$ cat config.mk
export PLATFORM = sky130hd
export DESIGN_NAME = crc_alive_status_frame_checker_core
export DESIGN_NICKNAME = d
export VERILOG_FILES = /design/src/design/cascf_pkg.sv /design/src/design/crc_alive_status_frame_checker_core.sv /design/src/design/cascf_front.sv /design/src/design/cascf_fifo.sv /design/src/design/cascf_back.sv
export SDC_FILE = /design/constraint.sdc
export NUM_CORES = 1
export LEC_CHECK = 0
export BUFFER_PORTS_ARGS = -buffer_cell sky130_fd_sc_hd__buf_4
export CORE_MARGIN = 1.5
export CORE_UTILIZATION = 35
export CTS_CLUSTER_SIZE = 24
export DETAILED_ROUTE_END_ITERATION = 10
export PLACE_DENSITY = 0.52
export SYNTH_ARGS = -nofsm -noshare
export SYNTH_HDL_FRONTEND = slang
export SYNTH_HIERARCHICAL = 1
export SYNTH_SLANG_ARGS = --single-unit
$ cat constraint.sdc
create_clock -name clk_i -period 17.07 [get_ports clk_i]
set_input_delay 3.414 -clock clk_i [delete_from_list [all_inputs] [get_ports clk_i]]
set_output_delay 3.414 -clock clk_i [all_outputs]
set_load 0.1 [all_outputs]
$ cat src/design/cascf_pkg.sv
// Shared types, constants and the CRC-8 byte update for the status frame checker.
package cascf_pkg;

  localparam int unsigned IdW       = 11;
  localparam int unsigned LenW      = 4;
  localparam int unsigned WordW     = 32;
  localparam int unsigned ByteW     = 8;
  localparam int unsigned CfgIdxW   = 2;
  localparam int unsigned CfgDataW  = 11;
  localparam int unsigned NumBytes  = 7;

  localparam int unsigned MidDepthDefault = 2;
  localparam int unsigned OutDepthDefault = 2;

  localparam logic [IdW-1:0]   MessageIdReset       = 11'd0;
  localparam logic [ByteW-1:0] ExpectedVersionReset = 8'd16;
  localparam logic [ByteW-1:0] StallThresholdReset  = 8'd3;

  localparam logic [LenW-1:0]  MinLength  = 4'd8;
  localparam logic [ByteW-1:0] CrcPoly    = 8'h1D;
  localparam logic [ByteW-1:0] CrcInit    = 8'hFF;
  localparam logic [ByteW-1:0] CrcXorOut  = 8'hFF;
  localparam logic [ByteW-1:0] RepeatMax  = 8'hFF;

  localparam logic [1:0] ReservedInputMode   = 2'd3;
  localparam logic [2:0] ReservedPowerMode   = 3'd7;
  localparam logic [1:0] ReservedHealthState = 2'd3;

  typedef enum logic [1:0] {
    StOk      = 2'd0,
    StOtherId = 2'd1,
    StShort   = 2'd2,
    StBadCrc  = 2'd3
  } frame_status_e;

  typedef enum logic [CfgIdxW-1:0] {
    CfgMessageId       = 2'd0,
    CfgExpectedVersion = 2'd1,
    CfgStallThreshold  = 2'd2
  } cfg_index_e;

  typedef struct packed {
    frame_status_e                    status;
    logic [NumBytes-1:0][ByteW-1:0]   bytes;
  } class_item_t;

  typedef struct packed {
    frame_status_e frame_status;
    logic [7:0]    iface_rev;
    logic [1:0]    src_mode;
    logic [2:0]    supply_mode;
    logic [1:0]    health_code;
    logic          remote_fault;
    logic [7:0]    dtc_total;
    logic [7:0]    domain_flags;
    logic [15:0]   fault_code;
    logic [7:0]    alive_value;
    logic          alive_stuck;
    logic          frame_usable;
  } result_t;

  function automatic logic [ByteW-1:0] crc8_byte(input logic [ByteW-1:0] crc,
                                                 input logic [ByteW-1:0] data);
    logic [ByteW-1:0] c;
    c = crc ^ data;
    for (int b = 0; b < ByteW; b++) begin
      c = c[ByteW-1] ? ((c << 1) ^ CrcPoly) : (c << 1);
    end
    return c;
  endfunction

endpackage

$ cat src/design/crc_alive_status_frame_checker_core.sv
// Top level of the status frame checker: configuration registers, stages and queues.
//
//   Channel   Handshake              Beat
//   frame     push / full            can_id, frame_length, data_low, data_high
//   result    empty / pop            frame_status and the unpacked status fields
//   config    cfg_valid / cfg_ready  cfg_index, cfg_data
//
// One frame is accepted per cycle unless full; its result then crosses both queues.
// The front classifies a frame combinationally in the accept cycle, CRC-8 included.
// The back updates the alive state as an OK entry moves into the result queue.
// Reset clears the queues and the alive state and loads the register defaults.
// Either side may stall; each queue holds the beats the other side cannot take yet.
module crc_alive_status_frame_checker_core #(
  parameter int unsigned MidDepth = cascf_pkg::MidDepthDefault,
  parameter int unsigned OutDepth = cascf_pkg::OutDepthDefault
) (
  input  logic                            clk_i,
  input  logic                            rst_ni,
  input  logic                            push,
  output logic                            full,
  input  logic [cascf_pkg::IdW-1:0]       can_id_i,
  input  logic [cascf_pkg::LenW-1:0]      frame_length_i,
  input  logic [cascf_pkg::WordW-1:0]     data_low_i,
  input  logic [cascf_pkg::WordW-1:0]     data_high_i,
  output logic                            empty,
  input  logic                            pop,
  output logic [1:0]                      frame_status_o,
  output logic [7:0]                      iface_rev_o,
  output logic [1:0]                      src_mode_o,
  output logic [2:0]                      supply_mode_o,
  output logic [1:0]                      health_code_o,
  output logic                            remote_fault_o,
  output logic [7:0]                      dtc_total_o,
  output logic [7:0]                      domain_flags_o,
  output logic [15:0]                     fault_code_o,
  output logic [7:0]                      alive_value_o,
  output logic                            alive_stuck_o,
  output logic                            frame_usable_o,
  input  logic                            cfg_valid_i,
  output logic                            cfg_ready_o,
  input  logic [cascf_pkg::CfgIdxW-1:0]   cfg_index_i,
  input  logic [cascf_pkg::CfgDataW-1:0]  cfg_data_i
);
  import cascf_pkg::*;

  localparam int unsigned MidW = $bits(class_item_t);
  localparam int unsigned OutW = $bits(result_t);

  logic [IdW-1:0]   message_id_q;
  logic [ByteW-1:0] expected_version_q, stall_threshold_q;

  class_item_t      front_item, mid_item;
  logic [MidW-1:0]  mid_data;
  logic             mid_empty, mid_pop;
  result_t          back_res, out_res;
  logic [OutW-1:0]  out_data;
  logic             out_full, out_push;

  assign cfg_ready_o = 1'b1;

  always_ff @(posedge clk_i or negedge rst_ni) begin
    if (!rst_ni) begin
      message_id_q       <= MessageIdReset;
      expected_version_q <= ExpectedVersionReset;
      stall_threshold_q  <= StallThresholdReset;
    end else if (cfg_valid_i && cfg_ready_o) begin
      case (cfg_index_e'(cfg_index_i))
        CfgMessageId:       message_id_q       <= cfg_data_i;
        CfgExpectedVersion: expected_version_q <= cfg_data_i[ByteW-1:0];
        CfgStallThreshold:  stall_threshold_q  <= cfg_data_i[ByteW-1:0];
        default: begin
        end
      endcase
    end
  end

  cascf_front u_front (
    .can_id_i       (can_id_i),
    .frame_length_i (frame_length_i),
    .data_low_i     (data_low_i),
    .data_high_i    (data_high_i),
    .message_id_i   (message_id_q),
    .item_o         (front_item)
  );

  cascf_fifo #(
    .Depth (MidDepth),
    .Width (MidW)
  ) u_mid_fifo (
    .clk_i   (clk_i),
    .rst_ni  (rst_ni),
    .push_i  (push),
    .data_i  (front_item),
    .full_o  (full),
    .pop_i   (mid_pop),
    .data_o  (mid_data),
    .empty_o (mid_empty)
  );

  assign mid_item = class_item_t'(mid_data);

  cascf_back u_back (
    .clk_i              (clk_i),
    .rst_ni             (rst_ni),
    .item_i             (mid_item),
    .item_valid_i       (!mid_empty),
    .item_pop_o         (mid_pop),
    .res_ready_i        (!out_full),
    .res_push_o         (out_push),
    .result_o           (back_res),
    .expected_version_i (expected_version_q),
    .stall_threshold_i  (stall_threshold_q)
  );

  cascf_fifo #(
    .Depth (OutDepth),
    .Width (OutW)
  ) u_out_fifo (
    .clk_i   (clk_i),
    .rst_ni  (rst_ni),
    .push_i  (out_push),
    .data_i  (back_res),
    .full_o  (out_full),
    .pop_i   (pop),
    .data_o  (out_data),
    .empty_o (empty)
  );

  assign out_res         = result_t'(out_data);
  assign frame_status_o  = out_res.frame_status;
  assign iface_rev_o     = out_res.iface_rev;
  assign src_mode_o      = out_res.src_mode;
  assign supply_mode_o   = out_res.supply_mode;
  assign health_code_o   = out_res.health_code;
  assign remote_fault_o  = out_res.remote_fault;
  assign dtc_total_o     = out_res.dtc_total;
  assign domain_flags_o  = out_res.domain_flags;
  assign fault_code_o    = out_res.fault_code;
  assign alive_value_o   = out_res.alive_value;
  assign alive_stuck_o   = out_res.alive_stuck;
  assign frame_usable_o  = out_res.frame_usable;

endmodule

$ cat src/design/cascf_front.sv
// Front stage: identifier, length and CRC-8 classification of a received frame.
module cascf_front (
  input  logic [cascf_pkg::IdW-1:0]   can_id_i,
  input  logic [cascf_pkg::LenW-1:0]  frame_length_i,
  input  logic [cascf_pkg::WordW-1:0] data_low_i,
  input  logic [cascf_pkg::WordW-1:0] data_high_i,
  input  logic [cascf_pkg::IdW-1:0]   message_id_i,
  output cascf_pkg::class_item_t      item_o
);
  import cascf_pkg::*;

  logic [NumBytes-1:0][ByteW-1:0] bytes;
  logic [ByteW-1:0]               crc_byte;
  logic [ByteW-1:0]               crc;

  assign bytes    = {data_high_i[23:0], data_low_i};
  assign crc_byte = data_high_i[31:24];

  always_comb begin
    crc = CrcInit;
    crc = crc8_byte(crc, message_id_i[7:0]);
    crc = crc8_byte(crc, {5'd0, message_id_i[10:8]});
    for (int i = 0; i < NumBytes; i++) begin
      crc = crc8_byte(crc, bytes[i]);
    end
    crc = crc ^ CrcXorOut;
  end

  always_comb begin
    item_o.bytes = bytes;
    if (can_id_i != message_id_i) begin
      item_o.status = StOtherId;
    end else if (frame_length_i < MinLength) begin
      item_o.status = StShort;
    end else if (crc != crc_byte) begin
      item_o.status = StBadCrc;
    end else begin
      item_o.status = StOk;
    end
  end

endmodule

$ cat src/design/cascf_fifo.sv
// Small register queue used between the stages and in front of the result ports.
module cascf_fifo #(
  parameter int unsigned Depth = cascf_pkg::MidDepthDefault,
  parameter int unsigned Width = 8
) (
  input  logic             clk_i,
  input  logic             rst_ni,
  input  logic             push_i,
  input  logic [Width-1:0] data_i,
  output logic             full_o,
  input  logic             pop_i,
  output logic [Width-1:0] data_o,
  output logic             empty_o
);
  import cascf_pkg::*;

  localparam int unsigned PtrW = (Depth > 1) ? $clog2(Depth) : 1;
  localparam int unsigned CntW = $clog2(Depth + 1);

  logic [Width-1:0] mem_q [Depth];
  logic [PtrW-1:0]  wr_ptr_q, wr_ptr_d, rd_ptr_q, rd_ptr_d;
  logic [CntW-1:0]  count_q, count_d;
  logic             do_push, do_pop;

  assign full_o  = (count_q == CntW'(Depth));
  assign empty_o = (count_q == '0);
  assign do_push = push_i && !full_o;
  assign do_pop  = pop_i && !empty_o;
  assign data_o  = mem_q[rd_ptr_q];

  always_comb begin
    wr_ptr_d = wr_ptr_q;
    rd_ptr_d = rd_ptr_q;
    count_d  = count_q;
    if (do_push) begin
      wr_ptr_d = (wr_ptr_q == PtrW'(Depth - 1)) ? '0 : wr_ptr_q + 1'b1;
    end
    if (do_pop) begin
      rd_ptr_d = (rd_ptr_q == PtrW'(Depth - 1)) ? '0 : rd_ptr_q + 1'b1;
    end
    if (do_push && !do_pop) begin
      count_d = count_q + 1'b1;
    end else if (do_pop && !do_push) begin
      count_d = count_q - 1'b1;
    end
  end

  always_ff @(posedge clk_i or negedge rst_ni) begin
    if (!rst_ni) begin
      wr_ptr_q <= '0;
      rd_ptr_q <= '0;
      count_q  <= '0;
    end else begin
      wr_ptr_q <= wr_ptr_d;
      rd_ptr_q <= rd_ptr_d;
      count_q  <= count_d;
    end
  end

  always_ff @(posedge clk_i) begin
    if (do_push) begin
      mem_q[wr_ptr_q] <= data_i;
    end
  end

`ifndef ASSERT_OFF
  a_count_bound: assert property (@(posedge clk_i) disable iff (!rst_ni)
    count_q <= CntW'(Depth))
    else $error("queue holds more beats than its depth");

  a_count_up: assert property (@(posedge clk_i) disable iff (!rst_ni)
    (do_push && !do_pop) |=> (count_q == $past(count_q) + 1'b1))
    else $error("queue count did not grow on a lone push");

  a_ptr_gap: assert property (@(posedge clk_i) disable iff (!rst_ni)
    (count_q == '0) |-> (wr_ptr_q == rd_ptr_q))
    else $error("empty queue has unequal pointers");
`endif

endmodule

$ cat src/design/cascf_back.sv
// Back stage: alive counter supervision and unpacking of the status fields.
module cascf_back (
  input  logic                         clk_i,
  input  logic                         rst_ni,
  input  cascf_pkg::class_item_t       item_i,
  input  logic                         item_valid_i,
  output logic                         item_pop_o,
  input  logic                         res_ready_i,
  output logic                         res_push_o,
  output cascf_pkg::result_t           result_o,
  input  logic [cascf_pkg::ByteW-1:0]  expected_version_i,
  input  logic [cascf_pkg::ByteW-1:0]  stall_threshold_i
);
  import cascf_pkg::*;

  logic             seen_q, seen_d;
  logic [ByteW-1:0] prev_q, prev_d;
  logic [ByteW-1:0] rep_q, rep_d;
  logic             take, ok, same;
  logic [ByteW-1:0] rep_next;
  logic [ByteW-1:0] b1;

  assign take       = item_valid_i && res_ready_i;
  assign item_pop_o = take;
  assign res_push_o = take;
  assign ok         = (item_i.status == StOk);
  assign same       = seen_q && (item_i.bytes[6] == prev_q);
  assign b1         = item_i.bytes[1];

  always_comb begin
    if (!same) begin
      rep_next = '0;
    end else if (rep_q == RepeatMax) begin
      rep_next = rep_q;
    end else begin
      rep_next = rep_q + 8'd1;
    end
  end

  always_comb begin
    seen_d = seen_q;
    prev_d = prev_q;
    rep_d  = rep_q;
    if (take && ok) begin
      seen_d = 1'b1;
      prev_d = item_i.bytes[6];
      rep_d  = rep_next;
    end
  end

  always_comb begin
    result_o              = '0;
    result_o.frame_status = item_i.status;
    if (ok) begin
      result_o.iface_rev     = item_i.bytes[0];
      result_o.src_mode      = b1[1:0];
      result_o.supply_mode   = b1[4:2];
      result_o.health_code   = b1[6:5];
      result_o.remote_fault  = b1[7];
      result_o.dtc_total     = item_i.bytes[2];
      result_o.domain_flags  = item_i.bytes[3];
      result_o.fault_code    = {item_i.bytes[5], item_i.bytes[4]};
      result_o.alive_value   = item_i.bytes[6];
      result_o.alive_stuck   = (rep_next >= stall_threshold_i);
      result_o.frame_usable  = (item_i.bytes[0] == expected_version_i) &&
                               (b1[1:0] != ReservedInputMode) &&
                               (b1[4:2] != ReservedPowerMode) &&
                               (b1[6:5] != ReservedHealthState);
    end
  end

  always_ff @(posedge clk_i or negedge rst_ni) begin
    if (!rst_ni) begin
      seen_q <= 1'b0;
      prev_q <= '0;
      rep_q  <= '0;
    end else begin
      seen_q <= seen_d;
      prev_q <= prev_d;
      rep_q  <= rep_d;
    end
  end

`ifndef ASSERT_OFF
  a_reject_keeps_state: assert property (@(posedge clk_i) disable iff (!rst_ni)
    (take && !ok) |=> ($stable(seen_q) && $stable(prev_q) && $stable(rep_q)))
    else $error("rejected frame changed the alive state");

  a_reject_zero_fields: assert property (@(posedge clk_i) disable iff (!rst_ni)
    (res_push_o && result_o.frame_status != StOk) |->
      (result_o.iface_rev == '0 && !result_o.alive_stuck &&
       !result_o.frame_usable))
    else $error("rejected frame carries status fields");

  a_accept_sets_seen: assert property (@(posedge clk_i) disable iff (!rst_ni)
    (take && ok) |=> (seen_q && prev_q == $past(item_i.bytes[6])))
    else $error("accepted frame did not record its alive value");

  a_repeat_needs_seen: assert property (@(posedge clk_i) disable iff (!rst_ni)
    (rep_q != '0) |-> seen_q)
    else $error("repeat count is set before any frame was accepted");
`endif

endmodule

==> impl_metrics.ini <==
[yosys]
synth_edf_count = 236
synthesis.nets = 1168
ys.flop_type = edfxtp_1
yosysSeqAreaShare_pct = 52.0
postSynthAreaPerCell_um2 = 15.2
ys_ff_latch = 288
syn_area_mm2 = 0.0161
yosys_warnings = 6
synthDistinctLibCells = 64
syn_inst = 1060
synth_top_area_share_pct = 43.9
yosysTopAreaCell = edfxtp_1
synthArstFlopShare_pct = 18.1
synth.area.top_cells = edfxtp_1 44%, xnor3_1 8.1%, xnor2_1 7.7%, dfrtp_1 7.6%, mux2_4 6.4%

[floorplan]
core_mm2 = 0.0455
dieArea_mm2 = 0.0474
start_util_pct = 35.5
rows = 78
die-height_um = 218
die_w_um = 218
pin_count = 160

[critical_path]
critical_path_arrival_ns = 8.91
startpoint = data_low_i[5]
worstSetupEndpointType = flip-flop
reg2reg_slack_ns = 10.60
rr_worst_depth = 16
required_ns = 17.35
critPathSlowestCell = xnor3_2
path_cells = buf_4, xnor2_1, xnor3_1, xnor3_2, xnor2_2, xor2_1, xnor3_1, xor2_1, xnor3_1, xnor2_2, xnor3_2, xnor2_4, mux2i_1, nor3b_1, a31oi_1, a311oi_2, a21boi_1
cpPeakStageDelay_ns = 0.55
crit_type = in2reg
critPathMostFrequentCell = xnor3_1
reg2reg_from = message_id_q[6]$_DFFE_PN0P_
crit_buf_inv = 1
path_delay_family = XOR/XNOR gates
r2r-end = u_mid_fifo/mem_q[0][57]$_DFFE_PP_
cp_max_fo = 6
crit_end = u_mid_fifo/mem_q[0][57]$_DFFE_PP_
path_depth = 17
start_kind = primary input

[final_layout]
fin_nets = 1274
syn_to_final_growth_pct = 13.6
multi_input_area_mm2 = 0.00696
drive_gt1_share_pct = 32.7
design_area_mm2 = 0.0183
seq_area_mm2 = 0.00840
antennaDiodeCount = 0
fillCellCount = 4296
stdcell_count = 1788

[drt]
drt-total-wl_um = 34800
drt_iter0_markers = 397
drt-wirelength-per-cell_um = 19.4
vias_per_cell = 4.56
drc = 0
via_count = 8145
antenna_left = 0
first_pass_iters = 4

[clock_tree]
post_cts_buffers = 0
cts_resized = 0
cts_tree = yes
clock_latency_ns = 0.56
cts.hold.buffers_added = 0
cts_sinks = 288
cts_buffers = 31
clk_pin_slew_ns = 0.06
h-tree-depth = 1
clockBufferDepth = 3
cts_root_buffer = clkbuf_16

[global_route]
grt_max_degree = 60
grt_antenna_before_repair = 1
grt_overflow = 0
grt_pass1_wl_um = 51900
grt_pass1_vias = 8195
gr-usage-all-layers_pct = 14.7

[timing]
fmax_ghz = 0.116
worst_slew_pin_slew_ns = 0.953
fin_tns_setup_ns = 0
rsz0062_at_grt = false
finalSetupViolCount = 0
finalCritPeriodShare_pct = 50.6
max_slew_margin_pct = 36.1
fin_crit_ns = 8.63
hold_viol = 0
slew_violations = 0
finClkSkew_ns = 0.00997

[place]
dpl.cell_count = 1733
place.port_buffers = 155
routabilityCongestion = 0.792
place_hpwl_um = 25000
place_area_mm2 = 0.0174

[run_status]
status = finished clean

[worst_hold_path]
hp-class = reg2reg

[flow_run]
cap_violations = 0
==> cell type report <==
class                   instances  area share [%]
clock inverters                12           0.444
flip-flops and latches        288            45.8
repair buffers                163            6.68
clock buffers                  43            4.65
multi-input cells             665            38.0
inverters                      17           0.348
well taps                     600            4.10
==> cell usage after synthesis (all sizes together), types with 4 or more instances <==
cell    instances
buf            83
xnor3          62
and2           59
nand2          42
edfxtp        236
dfrtp          49
a21oi          16
nand3          11
nor2b           4
mux2          146
nor2           20
nand4           5
inv            17
xnor2         150
xor3           10
nand2b         11
nor3            6
xor2           56
clkbuf          7
mux2i           8
ha             11
o21ai           9
and3            9
==> worst reg2reg max path, stage by stage (launching register included) <==
cell	delay, ns
dfrtp_1	0.62
xor3_1	0.62
xnor3_1	0.55
xnor3_1	0.29
xnor2_2	0.47
xor2_1	0.40
xnor3_1	0.52
xor2_1	0.35
xnor3_1	0.32
xnor2_2	0.26
xnor3_2	0.55
xnor2_4	0.27
mux2i_1	0.16
nor3b_1	0.24
a31oi_1	0.08
a311oi_2	0.32
a21boi_1	0.15
==> kinds of logic (layout without fill, tap and decap cells) <==
logic type	after synthesis	in the layout	share of synthesized area [%]
simple gates	175	175	6.07
other cells	1	1	0.0232
buf+inv	107	235	4.97
compound gates	46	46	1.88
fa+ha+maj	11	11	0.853
flops	288	288	52.0
mux	154	154	12.3
xor+xnor	278	278	21.9
==> worst min-delay path by stage <==
stage | start | endpoint | slack [ns] | cells after the start
floorplan | u_back/seen_q$_DFFE_PN0P_ | u_back/seen_q$_DFFE_PN0P_ | 0.43 | 1
global placement | u_back/seen_q$_DFFE_PN0P_ | u_back/seen_q$_DFFE_PN0P_ | 0.45 | 1
detailed placement | u_back/seen_q$_DFFE_PN0P_ | u_back/seen_q$_DFFE_PN0P_ | 0.46 | 1
CTS | u_back/seen_q$_DFFE_PN0P_ | u_back/seen_q$_DFFE_PN0P_ | 0.48 | 1
global route | u_back/seen_q$_DFFE_PN0P_ | u_back/seen_q$_DFFE_PN0P_ | 0.49 | 1
finish | u_back/seen_q$_DFFE_PN0P_ | u_back/seen_q$_DFFE_PN0P_ | 0.47 | 1
==> registers in the layout, indices dropped and copies added (netlist names), 2 cells and up <==
| signal | flops |
|---|---|
| expected_version_q | 8 |
| message_id_q | 11 |
| stall_threshold_q | 8 |
| u_back/prev_q | 8 |
| u_back/rep_q | 8 |
| u_mid_fifo/count_q | 2 |
| u_mid_fifo/mem_q | 116 |
| u_out_fifo/count_q | 2 |
| u_out_fifo/mem_q | 120 |
==> cell usage in the layout (no fill, tap or decap), drive strengths merged, types with 16 or more instances in the layout <==
cell type and instances:
dfrtp 49, xnor3 62, and2 59, xnor2 150, nor2 20, buf 163
a21oi 16, nand2 42, xor2 56, inv 17, edfxtp 236, mux2 146
clkbuf 43
==> stage by stage <==
stage               hold WS [ns]  setup WS [ns]  utilization (%)
floorplan                  0.435           8.69                -
global placement           0.450           7.88             38.3
detailed placement         0.459           7.83             38.3
CTS                        0.476           8.39             40.3
global route               0.486           8.10             40.3
finish                     0.473           8.44             40.3
==> layer usage <==
layer  GRT usage, %  wire [um]  vias up
li1               -          -     3933
met1           21.0      16400     4026
met2           23.7      16400      150
met3           2.16       1470       34
met4           3.03        447        2
met5              0         13        -
Power is not shown: default switching activity piles up to over one toggle a cycle in this logic, so the estimate is an artifact.
